$ cat src/rtl/ps2_mouse_init_and_packet_receiver_macros.svh
// Assertion macros for the PS/2 mouse host block.
// Simulation builds get the checks; synthesis builds get empty bodies.
`ifndef PS2_MOUSE_INIT_AND_PACKET_RECEIVER_MACROS_SVH
`define PS2_MOUSE_INIT_AND_PACKET_RECEIVER_MACROS_SVH

`ifndef SYNTHESIS
// Same-cycle implication, checked at every rising edge outside reset.
`define PS2M_ASSERT_NOW(label, clk, rst, ante, cons) \
   label: assert property (@(posedge clk) disable iff (rst) (ante) |-> (cons)) \
      else $error("ps2m check failed");
// Next-cycle implication, checked at every rising edge outside reset.
`define PS2M_ASSERT_NEXT(label, clk, rst, ante, cons) \
   label: assert property (@(posedge clk) disable iff (rst) (ante) |=> (cons)) \
      else $error("ps2m check failed");
`else
`define PS2M_ASSERT_NOW(label, clk, rst, ante, cons)
`define PS2M_ASSERT_NEXT(label, clk, rst, ante, cons)
`endif

`endif

$ cat src/rtl/ps2m_pkg.sv
`default_nettype none

package ps2m_pkg;

   // Request kinds.
   localparam logic REQ_BYTE = 1'b0;
   localparam logic REQ_POLL = 1'b1;

   // Configuration register indexes.
   localparam logic [1:0] CSR_REINIT_INTERVAL = 2'd0;
   localparam logic [1:0] CSR_RESOLUTION_CODE = 2'd1;
   localparam logic [1:0] CSR_SAMPLE_RATE     = 2'd2;

   localparam int unsigned CSR_DATA_WIDTH = 16;

   // Reset values of the configuration registers.
   localparam logic [15:0] REINIT_INTERVAL_RST = 16'd32000;
   localparam logic [1:0]  RESOLUTION_CODE_RST = 2'd3;
   localparam logic [7:0]  SAMPLE_RATE_RST     = 8'h28;

   // Bytes seen on the link.
   localparam logic [7:0] RX_SELF_TEST_OK = 8'hAA;
   localparam logic [7:0] RX_MOUSE_ID     = 8'h00;
   localparam logic [7:0] CMD_RESET       = 8'hFF;
   localparam logic [7:0] CMD_READ_ID     = 8'hF2;
   localparam logic [7:0] CMD_SET_RES     = 8'hE8;
   localparam logic [7:0] CMD_SCALING_1TO1 = 8'hE6;
   localparam logic [7:0] CMD_SET_RATE    = 8'hF3;
   localparam logic [7:0] CMD_ENABLE      = 8'hF4;

   // Link phases.
   typedef enum logic [3:0] {
      PH_WAIT_TEST   = 4'd0,
      PH_WAIT_ID     = 4'd1,
      PH_SEND_RES    = 4'd2,
      PH_SEND_SCALE  = 4'd3,
      PH_SEND_RCMD   = 4'd4,
      PH_SEND_RATE   = 4'd5,
      PH_SEND_ENABLE = 4'd6,
      PH_SKIP_ACK    = 4'd7,
      PH_STATUS      = 4'd8,
      PH_DX          = 4'd9,
      PH_DY          = 4'd10
   } phase_type;

   // One response as it sits in the output register.
   typedef struct packed {
      logic       send_valid;
      logic [7:0] send_byte;
      logic       report_valid;
      logic [7:0] report_status;
      logic [7:0] report_dx;
      logic [7:0] report_dy;
      logic       led_blink;
   } rsp_type;

endpackage

`default_nettype wire

$ cat src/rtl/ps2_mouse_init_and_packet_receiver.sv
// Channel | Direction | Accepted when          | Payload
// req     | in        | req_valid & req_ready  | type, rx_byte, timer_now
// rsp     | out       | rsp_valid & rsp_ready  | send, report and LED fields
// csr     | in        | csr_we                 | index, wdata (16 bits)
//
// Each request is handled combinationally: the phase logic works straight off
// the request port and the response lands in a single output register.
// A new request is taken every cycle while the output register is empty or
// is being drained in the same cycle, so the rate is one request per cycle.
// Synchronous active-high reset returns the link to waiting for self-test,
// clears the last reset-attempt time and loads the register defaults.
// A stalled response only holds off new requests; nothing is dropped.
`default_nettype none
`include "ps2_mouse_init_and_packet_receiver_macros.svh"

module ps2_mouse_init_and_packet_receiver (
   input  wire logic        clock,
   input  wire logic        reset,
   // Request channel.
   input  wire logic        req_valid,
   output logic             req_ready,
   input  wire logic        req_type,
   input  wire logic [7:0]  req_rx_byte,
   input  wire logic [15:0] req_timer_now,
   // Response channel.
   output logic             rsp_valid,
   input  wire logic        rsp_ready,
   output logic             rsp_send_valid,
   output logic [7:0]       rsp_send_byte,
   output logic             rsp_report_valid,
   output logic [7:0]       rsp_report_status,
   output logic [7:0]       rsp_report_dx,
   output logic [7:0]       rsp_report_dy,
   output logic             rsp_led_blink,
   // Configuration write port.
   input  wire logic        csr_we,
   input  wire logic [1:0]  csr_index,
   input  wire logic [ps2m_pkg::CSR_DATA_WIDTH-1:0] csr_wdata
);
   import ps2m_pkg::*;

   // Link state.
   phase_type   phase_ff, phase_in;
   logic [15:0] last_reinit_ff, last_reinit_in;
   // The first two report bytes are parked here until the third arrives.
   logic [7:0]  held_status_ff, held_status_in;
   logic [7:0]  held_dx_ff, held_dx_in;

   // Configuration registers.
   logic [15:0] reinit_interval_ff, reinit_interval_in;
   logic [1:0]  resolution_code_ff, resolution_code_in;
   logic [7:0]  sample_rate_ff, sample_rate_in;

   // Output register.
   logic        rsp_valid_ff, rsp_valid_in;
   rsp_type     rsp_ff, rsp_in;

   logic        req_accept;
   logic        is_byte;
   logic        poll_fire;
   logic [15:0] poll_gap;

   // The output register frees up in the same cycle that it is drained.
   assign req_ready  = !rsp_valid_ff || rsp_ready;
   assign req_accept = req_valid && req_ready;
   assign is_byte    = (req_type == REQ_BYTE);

   // A reset attempt goes out once the wrapped distance since the last one
   // reaches the configured interval, and only while waiting for self-test.
   assign poll_gap  = req_timer_now - last_reinit_ff;
   assign poll_fire = !is_byte && (phase_ff == PH_WAIT_TEST)
                      && (poll_gap >= reinit_interval_ff);

   // Next phase. Polls never move the phase; a received byte either steps
   // forward, wraps from the last report byte back to the first, or falls
   // back to waiting for self-test on a bad self-test or ID byte.
   always_comb begin
      phase_in = phase_ff;
      if (req_accept && is_byte) begin
         unique case (phase_ff)
            PH_WAIT_TEST:   phase_in = (req_rx_byte == RX_SELF_TEST_OK) ? PH_WAIT_ID
                                                                        : PH_WAIT_TEST;
            PH_WAIT_ID:     phase_in = (req_rx_byte == RX_MOUSE_ID) ? PH_SEND_RES
                                                                    : PH_WAIT_TEST;
            PH_SEND_RES:    phase_in = PH_SEND_SCALE;
            PH_SEND_SCALE:  phase_in = PH_SEND_RCMD;
            PH_SEND_RCMD:   phase_in = PH_SEND_RATE;
            PH_SEND_RATE:   phase_in = PH_SEND_ENABLE;
            PH_SEND_ENABLE: phase_in = PH_SKIP_ACK;
            PH_SKIP_ACK:    phase_in = PH_STATUS;
            PH_STATUS:      phase_in = PH_DX;
            PH_DX:          phase_in = PH_DY;
            PH_DY:          phase_in = PH_STATUS;
            default:        phase_in = PH_WAIT_TEST;
         endcase
      end
   end

   // Response contents. Every request produces exactly one response; fields
   // that carry nothing stay zero.
   always_comb begin
      rsp_in = '0;
      if (!is_byte) begin
         if (poll_fire) begin
            rsp_in.send_valid = 1'b1;
            rsp_in.send_byte  = CMD_RESET;
         end
      end else begin
         unique case (phase_ff)
            PH_WAIT_TEST: begin
               if (req_rx_byte == RX_SELF_TEST_OK) begin
                  rsp_in.send_valid = 1'b1;
                  rsp_in.send_byte  = CMD_READ_ID;
               end
            end
            PH_WAIT_ID: begin
               if (req_rx_byte == RX_MOUSE_ID) begin
                  rsp_in.send_valid = 1'b1;
                  rsp_in.send_byte  = CMD_SET_RES;
                  rsp_in.led_blink  = 1'b1;
               end
            end
            PH_SEND_RES: begin
               rsp_in.send_valid = 1'b1;
               rsp_in.send_byte  = {6'd0, resolution_code_ff};
            end
            PH_SEND_SCALE: begin
               rsp_in.send_valid = 1'b1;
               rsp_in.send_byte  = CMD_SCALING_1TO1;
            end
            PH_SEND_RCMD: begin
               rsp_in.send_valid = 1'b1;
               rsp_in.send_byte  = CMD_SET_RATE;
            end
            PH_SEND_RATE: begin
               rsp_in.send_valid = 1'b1;
               rsp_in.send_byte  = sample_rate_ff;
            end
            PH_SEND_ENABLE: begin
               rsp_in.send_valid = 1'b1;
               rsp_in.send_byte  = CMD_ENABLE;
            end
            PH_DY: begin
               rsp_in.report_valid  = 1'b1;
               rsp_in.report_status = held_status_ff;
               rsp_in.report_dx     = held_dx_ff;
               rsp_in.report_dy     = req_rx_byte;
            end
            default: begin
               rsp_in = '0;
            end
         endcase
      end
   end

   // Data-path state updates.
   always_comb begin
      last_reinit_in = last_reinit_ff;
      held_status_in = held_status_ff;
      held_dx_in     = held_dx_ff;
      if (req_accept) begin
         if (poll_fire) begin
            last_reinit_in = req_timer_now;
         end
         if (is_byte && (phase_ff == PH_STATUS)) begin
            held_status_in = req_rx_byte;
         end
         if (is_byte && (phase_ff == PH_DX)) begin
            held_dx_in = req_rx_byte;
         end
      end
   end

   // Configuration writes; an index past the last register is ignored.
   always_comb begin
      reinit_interval_in = reinit_interval_ff;
      resolution_code_in = resolution_code_ff;
      sample_rate_in     = sample_rate_ff;
      if (csr_we) begin
         unique case (csr_index)
            CSR_REINIT_INTERVAL: reinit_interval_in = csr_wdata;
            CSR_RESOLUTION_CODE: resolution_code_in = csr_wdata[1:0];
            CSR_SAMPLE_RATE:     sample_rate_in     = csr_wdata[7:0];
            default:             reinit_interval_in = reinit_interval_ff;
         endcase
      end
   end

   assign rsp_valid_in = req_accept || (rsp_valid_ff && !rsp_ready);

   always_ff @(posedge clock) begin
      if (reset) begin
         phase_ff           <= PH_WAIT_TEST;
         last_reinit_ff     <= '0;
         reinit_interval_ff <= REINIT_INTERVAL_RST;
         resolution_code_ff <= RESOLUTION_CODE_RST;
         sample_rate_ff     <= SAMPLE_RATE_RST;
         rsp_valid_ff       <= 1'b0;
      end else begin
         phase_ff           <= phase_in;
         last_reinit_ff     <= last_reinit_in;
         reinit_interval_ff <= reinit_interval_in;
         resolution_code_ff <= resolution_code_in;
         sample_rate_ff     <= sample_rate_in;
         rsp_valid_ff       <= rsp_valid_in;
      end
   end

   // Payload registers carry no reset.
   always_ff @(posedge clock) begin
      held_status_ff <= held_status_in;
      held_dx_ff     <= held_dx_in;
      if (req_accept) begin
         rsp_ff <= rsp_in;
      end
   end

   assign rsp_valid         = rsp_valid_ff;
   assign rsp_send_valid    = rsp_ff.send_valid;
   assign rsp_send_byte     = rsp_ff.send_byte;
   assign rsp_report_valid  = rsp_ff.report_valid;
   assign rsp_report_status = rsp_ff.report_status;
   assign rsp_report_dx     = rsp_ff.report_dx;
   assign rsp_report_dy     = rsp_ff.report_dy;
   assign rsp_led_blink     = rsp_ff.led_blink;

   // A response never carries both a command byte and a report.
   `PS2M_ASSERT_NOW(a_send_xor_report, clock, reset,
      rsp_valid_ff && rsp_ff.report_valid, !rsp_ff.send_valid)
   // The LED pulse only rides along with the set-resolution command.
   `PS2M_ASSERT_NOW(a_blink_with_setres, clock, reset,
      rsp_valid_ff && rsp_ff.led_blink,
      rsp_ff.send_valid && (rsp_ff.send_byte == CMD_SET_RES))
   // A poll taken outside the self-test wait sends nothing and keeps the phase.
   `PS2M_ASSERT_NEXT(a_poll_idle, clock, reset,
      req_accept && (req_type == REQ_POLL) && (phase_ff != PH_WAIT_TEST),
      rsp_valid_ff && !rsp_ff.send_valid && (phase_ff == $past(phase_ff)))
   // The third report byte closes a report and rewinds to the first byte.
   `PS2M_ASSERT_NEXT(a_report_wrap, clock, reset,
      req_accept && (req_type == REQ_BYTE) && (phase_ff == PH_DY),
      rsp_ff.report_valid && (phase_ff == PH_STATUS))

endmodule

`default_nettype wire

$ cat config.mk
export PLATFORM = sky130hd
export DESIGN_NAME = ps2_mouse_init_and_packet_receiver
export DESIGN_NICKNAME = d
export VERILOG_FILES = /design/src/rtl/ps2m_pkg.sv /design/src/rtl/ps2_mouse_init_and_packet_receiver.sv
export VERILOG_INCLUDE_DIRS = /design/src /design/src/rtl
export SDC_FILE = /design/constraint.sdc
export NUM_CORES = 1
export LEC_CHECK = 0
export BUFFER_PORTS_ARGS = -buffer_cell sky130_fd_sc_hd__buf_4
export CAP_MARGIN = 25
export CORE_MARGIN = 2
export CORE_UTILIZATION = 61
export DETAILED_ROUTE_END_ITERATION = 16
export PLACE_DENSITY = 0.86
export SLEW_MARGIN = 20
export SYNTH_ARGS = -nofsm -noshare
export SYNTH_HDL_FRONTEND = slang
export SYNTH_SLANG_ARGS = --single-unit
$ cat constraint.sdc
create_clock -name clock -period 8.25 [get_ports clock]
set_clock_uncertainty 0.2 [all_clocks]
set_input_delay 1.2375 -clock clock [delete_from_list [all_inputs] [get_ports clock]]
set_output_delay 1.2375 -clock clock [all_outputs]
set_load 0.005 [all_outputs]
==> summary.md, run 1 <==
| Metric | Value |
|---|---|
| Run status | `complete, no violations` |
| Fillers | `611` |
| Length in cells of the worst reg-to-reg path | `15` |
| Mean area per synthesized cell | `around 9.7 um^2` |
| Non-filler instance count after layout | `between 700 and 800` |
| Total Power | `roughly 1.0 mW` |
| Final setup violating endpoints | `0` |
| Nets | `672` |
| Number of rows created at floorplan | `33` |
| Post-detailed-route DRC marker count | `0` |
| Largest net degree at the start of global routing | `50` |
| Number of buffers created by CTS | `9` |
| Syn-to-layout area delta | `17.80%` |
| Critical Path Stages | `17` |
| Post-CTS Resized | `0` |
| Initial Utilization | `approximately 62%` |
| Global-route met1 utilization | `between 30% and 40%` |
| Most used routing layer in global routing | `met2` |
| Routed WL | `10.12 mm` |
| Post-Place Cell Area | `5715 um^2` |
| Required @ worst endpoint | `~8000 ps` |
| Area share of the leading cell type in the synthesized netlist | `between 30% and 40%` |
| Die area | `8971 um^2` |
| Antenna violations before repair | `0` |
| Ordered list of cells on the worst path | `buf_4, inv_1, ha_1, fa_1, nor2b_1, o21a_1, a311o_2, a221oi_2, o21bai_1, xor2_1, ha_1, and2_1, a221oi_1, o22ai_1, a21oi_2, buf_4, o41ai_1` |
| Half-perimeter wire length after detailed placement | `7.668 mm` |
| CP endpoint kind | `register` |
| Vias | `3900` |
| Share of the clock period used by the worst path after layout | `59.08%` |
| Die outline height | `94.72 um` |
| Setup slack, reg-to-reg | `3940 ps` |
| Met3 routing resource usage after global routing | `4.310%` |
| Count of maximum capacitance violations | `0` |
| Yosys reg bits | `98` |
| Startpoint kind of the worst setup timing path | `input pin` |
| Core area | `around 8100 um^2` |
| Final-report hold violation count | `0` |
| Cell types with the largest area share after synthesis | `sky130_fd_sc_hd__edfxtp_1 31%, sky130_fd_sc_hd__dfxtp_1 19%, sky130_fd_sc_hd__ha_1 7.7%` |
| Worst Setup Path Type | `input pin to register` |
| Buffers and inverters on the worst path | `3` |
| Cell accounting for the most synthesized area | `sky130_fd_sc_hd__edfxtp_1` |
| Total power density per cell area | `176.6 nW/um^2` |
| Die outline width | `94.72 um` |
| Number of placed instances, taps included | `~690` |
| GRT Total Usage | `a little under a quarter` |
| I/O Buffers | `84` |
| Syn. warnings | `0` |
| Post-detailed-route count of antenna-violating nets | `0` |
| Wire length of the first global-routing pass | `between 15 and 20 mm` |
| Count of cell types in the netlist | `54` |
| Setup repair after global routing missed its margin | `no` |
| WL/cell | `~14 um` |
| CTS sink count | `between 90 and 100` |
| Number of buffers inserted to repair setup after CTS | `0` |
| CTS max path bufs | `2` |
| Avg Vias per Cell | `~5.6` |
| Most frequent cell after synthesis | `sky130_fd_sc_hd__inv_1` |
| Global routing usage on met2 | `41.31%` |
| TritonCTS clock tree | `yes` |
| Worst Hold Depth | `2` |
| Tightest Pin Transition | `a little under 800 ps` |
| Overflow after GRT | `0` |
| Most used standard cells in the synthesized netlist | `56 x sky130_fd_sc_hd__inv_1, 51 x sky130_fd_sc_hd__edfxtp_1, 48 x sky130_fd_sc_hd__a21oi_1` |
| Number of top-level pins | `85` |
| Total nets after synthesis | `598` |
| Proportion of register bits with asynchronous set or reset after synthesis | `0%` |
| Total iterations of the first detailed-routing run | `5` |
| Number of inserted diodes | `0` |
| Number of global-route vias before repair | `3673` |
| Source-to-sink clock delay at the later pin of the worst-skew pair | `~360 ps` |
| Achievable frequency | `~210 MHz` |
| Most used DFF post-synth | `sky130_fd_sc_hd__edfxtp_1` |
| Arrival time worst endpoint | `around 4800 ps` |
| CTS clk-pin slew, worst paths | `approximately 100 ps` |
| Headroom to the max-slew limit | `47.20%` |
| Post-route design area | `about 5900 um^2` |
| Worst hold-check path type | `register to register` |
| Fin crit period | `4874 ps` |
| Peak per-stage delay on the critical path | `about 430 ps` |
| Max Slew Vio Count | `0` |
| CP Max Fanout | `27` |
| Ratio of cells with drive above 1 in the final layout | `around a fifth` |
| Family with the most delay on the worst path | `compound AO/OA/AOI/OAI gates` |
| Master of the slowest instance on the critical path | `sky130_fd_sc_hd__a311o_2` |
| Gate Count Post-Synth | `518` |
| Netlist area before placement | `between 5000 and 6000 um^2` |
| Maximum vdd drop | `97.25 uV` |
| Setup TNS after final layout | `0 ps` |
| Sequential cell area fraction in the yosys report | `about half` |
| Count of hold buffers inserted by post-cts repair | `0` |
| Leakage power figure | `2.445 nW` |
| Clock root buffer | `sky130_fd_sc_hd__clkbuf_8` |
| DR iter-0 viols | `just under 300` |
| Number of enable flip-flop cells after synthesis | `51` |
| Routability congestion estimate | `between 0.8 and 0.9` |
| H-tree levels | `3` |
-- final timing paths --
check                           endpoint              startpoint
setup / recovery        rsp_send_byte[2]        req_timer_now[0]
setup reg to reg        rsp_send_byte[2]       last_reinit_ff[1]
hold / removal    reinit_interval_ff[15]  reinit_interval_ff[15]
hold reg to reg   reinit_interval_ff[15]  reinit_interval_ff[15]
-- power breakdown --
group          internal [mW]  total [mW]  leakage (nW)  switching (mW)
Clock                  0.115       0.294        0.0895           0.178
Combinational         0.0951       0.205          1.48           0.110
Sequential             0.537       0.545         0.880         0.00878
Total                  0.747        1.04          2.44           0.297
-- logic make-up (layout without fill, tap and decap cells) --
| kind of cell | count (synthesis) | after routing | share of synthesized area [%] |
|---|---|---|---|
| xor+xnor | 13 | 13 | 2.268 |
| buf+inv | 82 | 161 | 6.281 |
| mux | 10 | 10 | 1.994 |
| flops | 98 | 98 | 49.25 |
| fa+ha+maj | 32 | 32 | 8.126 |
| simple gates | 155 | 155 | 16.25 |
| compound gates | 128 | 128 | 15.83 |
-- routing by layer --
metal  vias up  part of all wire (%)
met3        12                   5.8
met2       133                    50
li1       1951                     -
met1      1804                    43
met5         -                     0
met4         0                   1.1
-- registers in the layout, summed over array words and instances, names as in the netlist --
| name | flops |
|---|---|
| resolution_code_ff | 2 |
| rsp_report_valid | 1 |
| rsp_report_status | 8 |
| reinit_interval_ff | 16 |
| phase_ff | 4 |
| rsp_led_blink | 1 |
| rsp_send_byte | 8 |
| rsp_report_dx | 8 |
| held_dx_ff | 8 |
| held_status_ff | 8 |
| sample_rate_ff | 8 |
| rsp_valid | 1 |
| rsp_report_dy | 8 |
| last_reinit_ff | 16 |
| rsp_send_valid | 1 |
-- layout by cell type, fill, tap and decap left out, types with 9 or more instances in the layout --
cell type | synthesis | routed
sky130_fd_sc_hd__nand2b_1 | 10 | 10
sky130_fd_sc_hd__a21oi_1 | 48 | 47
sky130_fd_sc_hd__or3_1 | 16 | 16
sky130_fd_sc_hd__dfxtp_1 | 47 | 47
sky130_fd_sc_hd__and2_1 | 25 | 25
sky130_fd_sc_hd__inv_1 | 56 | 56
sky130_fd_sc_hd__mux2i_1 | 10 | 10
sky130_fd_sc_hd__buf_4 | 0 | 88
sky130_fd_sc_hd__o21ai_1 | 19 | 19
sky130_fd_sc_hd__clkbuf_8 | 0 | 9
sky130_fd_sc_hd__ha_1 | 31 | 31
sky130_fd_sc_hd__a211o_1 | 10 | 10
sky130_fd_sc_hd__nand2_1 | 36 | 36
sky130_fd_sc_hd__nor2_1 | 34 | 34
sky130_fd_sc_hd__edfxtp_1 | 51 | 51
sky130_fd_sc_hd__o21ai_0 | 10 | 10
-- worst min-delay path, cell delays in order, from the launching register on --
cell	delay, ps
sky130_fd_sc_hd__dfxtp_1	320
sky130_fd_sc_hd__nand2_1	50
sky130_fd_sc_hd__a21oi_1	50
-- layout make-up --
type	count	area, um^2	area share (%)
Sequential cell	98	2472	41.81
Multi-Input combinational cell	338	2246	37.98
Timing Repair Buffer	89	665.6	11.26
Inverter	56	210.2	3.555
Tap cell	105	131.4	2.222
Clock buffer	9	123.9	2.095
Clock inverter	7	63.81	1.079
-- stage by stage --
stage / setup slack [ps] / hold slack [ps] / utilization (%)
after floorplan: 3653 / 230.2 / -
after global placement: 3138 / 243.7 / 70.62
after detailed placement: 3020 / 247.3 / 70.62
after CTS: 3411 / 261.7 / 72.94
after global routing: 3132 / 283.2 / 73.07
final: 3376 / 259.3 / 73.07
Note: power is estimated with default switching activity, not from simulation.
==> run 2: changes to the inputs <==
--- a/config.mk
+++ b/config.mk
@@ -9,9 +9,9 @@
 export BUFFER_PORTS_ARGS = -buffer_cell sky130_fd_sc_hd__buf_4
 export CAP_MARGIN = 25
 export CORE_MARGIN = 2
-export CORE_UTILIZATION = 61
+export CORE_UTILIZATION = 51
 export DETAILED_ROUTE_END_ITERATION = 16
-export PLACE_DENSITY = 0.86
+export PLACE_DENSITY = 0.76
 export SLEW_MARGIN = 20
 export SYNTH_ARGS = -nofsm -noshare
 export SYNTH_HDL_FRONTEND = slang
==> constraint.sdc (replaced) <==
create_clock -name clock -period 4.45 [get_ports clock]
set_clock_uncertainty 0.2 [all_clocks]
set_input_delay 0.6675 -clock clock [delete_from_list [all_inputs] [get_ports clock]]
set_output_delay 0.6675 -clock clock [all_outputs]
set_load 0.005 [all_outputs]
==> summary.md, run 2 (synthesis results as in run 1) <==
| Metric | Value |
|---|---|
| Source-to-sink clock delay at the later pin of the worst-skew pair | `370 ps` |
| Arrival time worst endpoint | `a little over 4000 ps` |
| Syn-to-layout area delta | `19.04%` |
| I/O Buffers | `between 80 and 90` |
| Avg Vias per Cell | `around 5.2` |
| GRT Total Usage | `about a fifth` |
| Max Slew Vio Count | `0` |
| Fin crit period | `~4000 ps` |
| Routed WL | `just under 10 mm` |
| Post-CTS Resized | `0` |
| Post-detailed-route count of antenna-violating nets | `0` |
| Pre-CTS WS | `between 70 and 80 ps` |
| Startpoint of the lowest-slack register-to-register path | `last_reinit_ff[1]` |
| Non-filler instance count after layout | `~730` |
| Most common cell after layout, fill and taps aside | `sky130_fd_sc_hd__buf_4` |
| Number of inserted diodes | `0` |
| Number of rows created at floorplan | `36` |
| WL/cell | `between 10 and 15 um` |
| H-tree levels | `3` |
| Biggest registers after layout | `last_reinit_ff: 16 flops, reinit_interval_ff: 16 flops` |
| CTS max path bufs | `2` |
| Vias | `between 3000 and 4000` |
| End of the worst register-to-register path | `last_reinit_ff[1]` |
| Setup slack, reg-to-reg | `~470 ps` |
| Final WS setup | `between 400 and 500 ps` |
| Half-perimeter wire length after detailed placement | `about 7.4 mm` |
| DR iter-0 viols | `129` |
| Setup TNS after final layout | `0 ps` |
| Count of maximum capacitance violations | `0` |
| Count of hold buffers inserted by post-cts repair | `0` |
| Total power density per cell area | `~330 nW/um^2` |
| Die outline width | `around 100 um` |
| CP Max Fanout | `29` |
| Number of top-level pins | `85` |
| Run status | `complete, no violations` |
| Commonest cells after routing, fill and taps aside | `90 x sky130_fd_sc_hd__buf_4, 56 x sky130_fd_sc_hd__inv_1, 51 x sky130_fd_sc_hd__edfxtp_1` |
| Final-report hold violation count | `0` |
| Antenna violations before repair | `0` |
| Utilization after layout | `61.71%` |
| Maximum vdd drop | `between 100 and 150 uV` |
| Ratio of cells with drive above 1 in the final layout | `a little under 20%` |
| Launch instance of the worst min-delay path | `reinit_interval_ff[9]` |
| CP endpoint kind | `register` |
| Core area | `a little under 10000 um^2` |
| Wire length of the first global-routing pass | `~16 mm` |
| Leakage power figure | `between 2 and 2.5 nW` |
| Clock root buffer | `sky130_fd_sc_hd__clkbuf_8` |
| Total iterations of the first detailed-routing run | `4` |
| Worst Hold Depth | `2` |
| Overflow after GRT | `0` |
| Share of the clock period used by the worst path after layout | `approximately nine tenths` |
| Number of global-route vias before repair | `~3600` |
| TritonCTS clock tree | `yes` |
| Required @ worst endpoint | `roughly 4500 ps` |
| Length in cells of the worst reg-to-reg path | `16` |
| Worst Setup Path Type | `input pin to register` |
| Die outline height | `about 100 um` |
| Number of placed instances, taps included | `716` |
| Headroom to the max-slew limit | `42.66%` |
| Worst Hold Endpoint | `reinit_interval_ff[9]` |
| Nets | `just under 700` |
| Number of buffers created by CTS | `9` |
| Number of buffers inserted to repair setup after CTS | `0` |
| Worst hold-check path type | `register to register` |
| Post-detailed-route DRC marker count | `0` |
| Die area | `10650 um^2` |
| Startpoint kind of the worst setup timing path | `input pin` |
| Setup repair after global routing missed its margin | `no` |
| Achievable frequency | `250.2 MHz` |
| Final setup violating endpoints | `0` |
| Routability congestion estimate | `about 0.85` |
| Largest net degree at the start of global routing | `50` |
| CTS sink count | `98` |
| Initial Utilization | `around 52%` |
| CTS clk-pin slew, worst paths | `around 100 ps` |
| Tightest Pin Transition | `858.1 ps` |
==> run 2: critical path, cell delays in order <==
cell,delay [ps]
sky130_fd_sc_hd__buf_4,110
sky130_fd_sc_hd__inv_1,50
sky130_fd_sc_hd__ha_1,180
sky130_fd_sc_hd__fa_1,220
sky130_fd_sc_hd__nor2b_1,60
sky130_fd_sc_hd__o21a_1,180
sky130_fd_sc_hd__a311o_2,430
sky130_fd_sc_hd__a221oi_2,310
sky130_fd_sc_hd__o21bai_1,110
sky130_fd_sc_hd__xor2_1,150
sky130_fd_sc_hd__ha_1,280
sky130_fd_sc_hd__and2_1,190
sky130_fd_sc_hd__a221oi_1,310
sky130_fd_sc_hd__o22ai_1,150
sky130_fd_sc_hd__a21oi_2,210
sky130_fd_sc_hd__buf_12,190
sky130_fd_sc_hd__nor2_1,90
sky130_fd_sc_hd__mux2i_1,170
==> run 2: routing by layer <==
layer	track usage, %	vias to the layer above	part of all wire, %	routed length [um]
li1	-	1951	-	-
met1	23.76	1753	45	4385
met2	34.72	97	50	4907
met3	3.091	17	3.5	345
met4	7.895	0	1.8	176
met5	0	-	0	0
==> run 2: worst max-delay path by stage <==
stage / endpoint / depth (start not counted) / from
floorplan: rsp_send_byte[2] / 15 / req_timer_now[2]
global placement: last_reinit_ff[0] / 18 / req_timer_now[0]
detailed placement: last_reinit_ff[1] / 18 / req_timer_now[0]
CTS: last_reinit_ff[1] / 16 / last_reinit_ff[1]
global route: last_reinit_ff[9] / 15 / last_reinit_ff[1]
finish: last_reinit_ff[1] / 18 / req_timer_now[0]
==> run 2: report_power, final <==
| group | internal, mW | switching (mW) |
|---|---|---|
| registers | 0.995 | 0.0154 |
| logic | 0.183 | 0.202 |
| clock network | 0.219 | 0.335 |
==> run 2: area by class of cell <==
cell class                      count  area, um^2
Fill cell                         853        3709
Sequential cell                    98        2472
Multi-Input combinational cell    338        2241
Timing Repair Buffer               91       695.7
Inverter                           56       210.2
Tap cell                          133       166.4
Clock buffer                        9       123.9
Clock inverter                      7       66.31
==> run 2: stage by stage <==
step	power, mW	area [um^2]	hold slack [ps]
finish	1.949	5976	264.9
global route	2.053	5976	284.2
CTS	1.967	5976	267.2
detailed placement	1.417	5786	251.4
global placement	1.399	5786	244.1
floorplan	1.271	5020	230.2
==> run 3: changes to the inputs <==
--- a/config.mk
+++ b/config.mk
@@ -6,6 +6,7 @@
 export SDC_FILE = /design/constraint.sdc
 export NUM_CORES = 1
 export LEC_CHECK = 0
+export ABC_AREA = 1
 export BUFFER_PORTS_ARGS = -buffer_cell sky130_fd_sc_hd__buf_4
 export CAP_MARGIN = 25
 export CORE_MARGIN = 2
==> summary.md, run 3 <==
| Metric | Value |
|---|---|
| Run status | `complete, no violations` |
| Routability congestion estimate | `slightly above 0.9` |
| Maximum vdd drop | `between 150 and 200 uV` |
| Setup TNS after final layout | `0 ps` |
| Family with the most delay on the worst path | `simple AND/OR/NAND/NOR gates` |
| Final-report hold violation count | `0` |
| Max Slew Vio Count | `0` |
| Post-detailed-route DRC marker count | `0` |
| Mean area per synthesized cell | `approximately 8.1 um^2` |
| Leakage power figure | `around 2.9 nW` |
| Worst Hold Depth | `2` |
| Fin crit period | `~3800 ps` |
| Avg Vias per Cell | `slightly above 5` |
| Most common cell after layout, fill and taps aside | `sky130_fd_sc_hd__nand2_1` |
| Largest net degree at the start of global routing | `38` |
| H-tree levels | `3` |
| Length in cells of the worst reg-to-reg path | `20` |
| Headroom to the max-slew limit | `a little over two fifths` |
| Half-perimeter wire length after detailed placement | `slightly above 8 mm` |
| Total power density per cell area | `around 330 nW/um^2` |
| GRT Total Usage | `~20%` |
| Clock root buffer | `sky130_fd_sc_hd__clkbuf_8` |
| Ordered list of cells on the worst path | `buf_4, inv_1, ha_1, fa_1, o21ai_2, a21boi_0, o21ai_0, nand3_1, nand3_1, nand2_1, ha_1, nand2_1, o21bai_1, a21oi_1, nor2_1, nand2_1, nand3_4, nand2_1, inv_1, nor2_1` |
| Overflow after GRT | `0` |
| Worst path most repeated cell | `sky130_fd_sc_hd__nand2_1` |
| Syn. warnings | `0` |
| Routed WL | `about 11 mm` |
| Share of the clock period used by the worst path after layout | `between 80% and 90%` |
| CTS sink count | `98` |
| Post-CTS Resized | `0` |
| Vias | `4340` |
| Total iterations of the first detailed-routing run | `5` |
| Number of enable flip-flop cells after synthesis | `a little over 50` |
| Initial Utilization | `52.43%` |
| DR iter-0 viols | `about 220` |
| Total Power | `2.018 mW` |
| End of the worst register-to-register path | `rsp_send_byte[3]` |
| Arrival time worst endpoint | `approximately 3900 ps` |
| Ratio of cells with drive above 1 in the final layout | `16.23%` |
| Worst Hold Endpoint | `reinit_interval_ff[4]` |
| Tightest Pin Transition | `844.3 ps` |
| Critical Path Stages | `20` |
| Die outline height | `between 100 and 150 um` |
| Required @ worst endpoint | `around 4600 ps` |
| Setup repair after global routing missed its margin | `no` |
| Core area | `9729 um^2` |
| Area used by sequential logic in the layout | `2472 um^2` |
| Final setup violating endpoints | `0` |
| Biggest registers after layout | `last_reinit_ff: 16 flops, reinit_interval_ff: 16 flops` |
| Achievable frequency | `between 200 and 300 MHz` |
| CTS clk-pin slew, worst paths | `100 ps` |
| Most used standard cells in the synthesized netlist | `135 x sky130_fd_sc_hd__nand2_1, 116 x sky130_fd_sc_hd__inv_1, 69 x sky130_fd_sc_hd__nor2_1` |
| Fillers | `roughly 880` |
| Startpoint kind of the worst setup timing path | `input pin` |
| Worst Setup Path Type | `input pin to register` |
| Commonest cells after routing, fill and taps aside | `135 x sky130_fd_sc_hd__nand2_1, 116 x sky130_fd_sc_hd__inv_1, 89 x sky130_fd_sc_hd__buf_4` |
| Footprint of the multi-input gates | `approximately 2100 um^2` |
| TritonCTS clock tree | `yes` |
| Launch instance of the worst min-delay path | `reinit_interval_ff[4]` |
| Buffers and inverters on the worst path | `3` |
| Count of maximum capacitance violations | `0` |
| WL/cell | `12.91 um` |
| Number of top-level pins | `85` |
| Master of the slowest instance on the critical path | `sky130_fd_sc_hd__fa_1` |
| Number of inserted diodes | `0` |
| Number of placed instances, taps included | `836` |
| Most used DFF post-synth | `sky130_fd_sc_hd__edfxtp_1` |
| Gate Count Post-Synth | `between 600 and 700` |
| Number of buffers inserted to repair setup after CTS | `0` |
| Number of rows created at floorplan | `36` |
| Setup slack, reg-to-reg | `roughly 710 ps` |
| Cell accounting for the most synthesized area | `sky130_fd_sc_hd__edfxtp_1` |
| Peak per-stage delay on the critical path | `between 400 and 500 ps` |
| Nets | `just under 800` |
| Die area | `between 10000 and 15000 um^2` |
| Total nets after synthesis | `around 700` |
| Syn-to-layout area delta | `19.50%` |
| Area share of the leading cell type in the synthesized netlist | `about 30%` |
| Startpoint of the lowest-slack register-to-register path | `last_reinit_ff[2]` |
| Netlist area before placement | `slightly above 5000 um^2` |
| Proportion of register bits with asynchronous set or reset after synthesis | `0%` |
| Cell types with the largest area share after synthesis | `sky130_fd_sc_hd__edfxtp_1 30%, sky130_fd_sc_hd__dfxtp_1 18%, sky130_fd_sc_hd__nand2_1 9.9%` |
| Source-to-sink clock delay at the later pin of the worst-skew pair | `just under 400 ps` |
| Count of hold buffers inserted by post-cts repair | `0` |
| Non-filler instance count after layout | `approximately 850` |
| CP Max Fanout | `16` |
| Number of buffers created by CTS | `9` |
| I/O Buffers | `84` |
| CP endpoint kind | `register` |
| Count of cell types in the netlist | `35` |
| Post-detailed-route count of antenna-violating nets | `0` |
| Die outline width | `about 100 um` |
| Yosys reg bits | `just under 100` |
| Number of global-route vias before repair | `4228` |
| Sequential cell area fraction in the yosys report | `roughly half` |
| CTS max path bufs | `2` |
| Wire length of the first global-routing pass | `between 15 and 20 mm` |
| Worst hold-check path type | `register to register` |
| Antenna violations before repair | `0` |
| Most frequent cell after synthesis | `sky130_fd_sc_hd__nand2_1` |
[run 3: worst max-delay path by stage]
| stage | start | end | slack [ps] |
|---|---|---|---|
| after global routing | req_timer_now[0] | last_reinit_ff[9] | 430 |
| after CTS | req_timer_now[0] | last_reinit_ff[11] | 700 |
| after global placement | req_timer_now[0] | last_reinit_ff[9] | 420 |
| final | req_timer_now[0] | last_reinit_ff[11] | 680 |
| after detailed placement | req_timer_now[0] | rsp_send_byte[3] | 320 |
| after floorplan | req_timer_now[0] | last_reinit_ff[10] | 720 |
[run 3: kinds of logic after synthesis]
group           Yosys count  synth area share (%)
compound gates           90                 9.836
xor+xnor                 10                 1.717
fa+ha+maj                32                 7.996
buf+inv                 134                 10.08
flops                    98                 48.47
simple gates            262                 21.90
[run 3: final cells by class]
cell class	count	area share, %
clock inverters	7	0.9236
inverters	121	7.451
flip-flops and latches	98	40.56
well taps	133	2.730
clock buffers	9	2.032
multi-input cells	394	34.77
repair buffers	92	11.54
[run 3: stage by stage]
stage	cell area, um^2	utilization (%)	hold WS [ps]	setup WS (ps)
6_report	6096	62.65	268.5	678.4
5_1_grt	6096	62.65	276.6	432.1
4_1_cts	6061	62.29	272.9	695.5
3_5_place_dp	5881	60.44	258.3	318.5
3_3_place_gp	5876	60.39	253.3	423.0
2_1_floorplan	5101	-	229.2	724.7
[run 3: metal layers]
metal	wire [um]	part of all wire, %	vias to the layer above	GRT usage, %
met5	0	0	-	0
met2	5713	52	129	38.16
li1	-	-	2196	-
met1	4511	41	1997	22.83
met4	184	1.7	0	7.819
met3	617	5.6	18	4.699
[run 3: tightest hold or removal path: cells and delay by family (launching register included)]
family	cells	cell delay (ps)
flops	1	310
buf+inv	1	60
compound gates	1	60
[run 3: power breakdown]
part,internal [mW],switching (mW),leakage (nW),total [mW]
sequential,0.997,0.0140,0.882,1.01
clock,0.211,0.333,0.0862,0.544
combinational,0.195,0.268,1.93,0.463
total,1.40,0.616,2.89,2.02
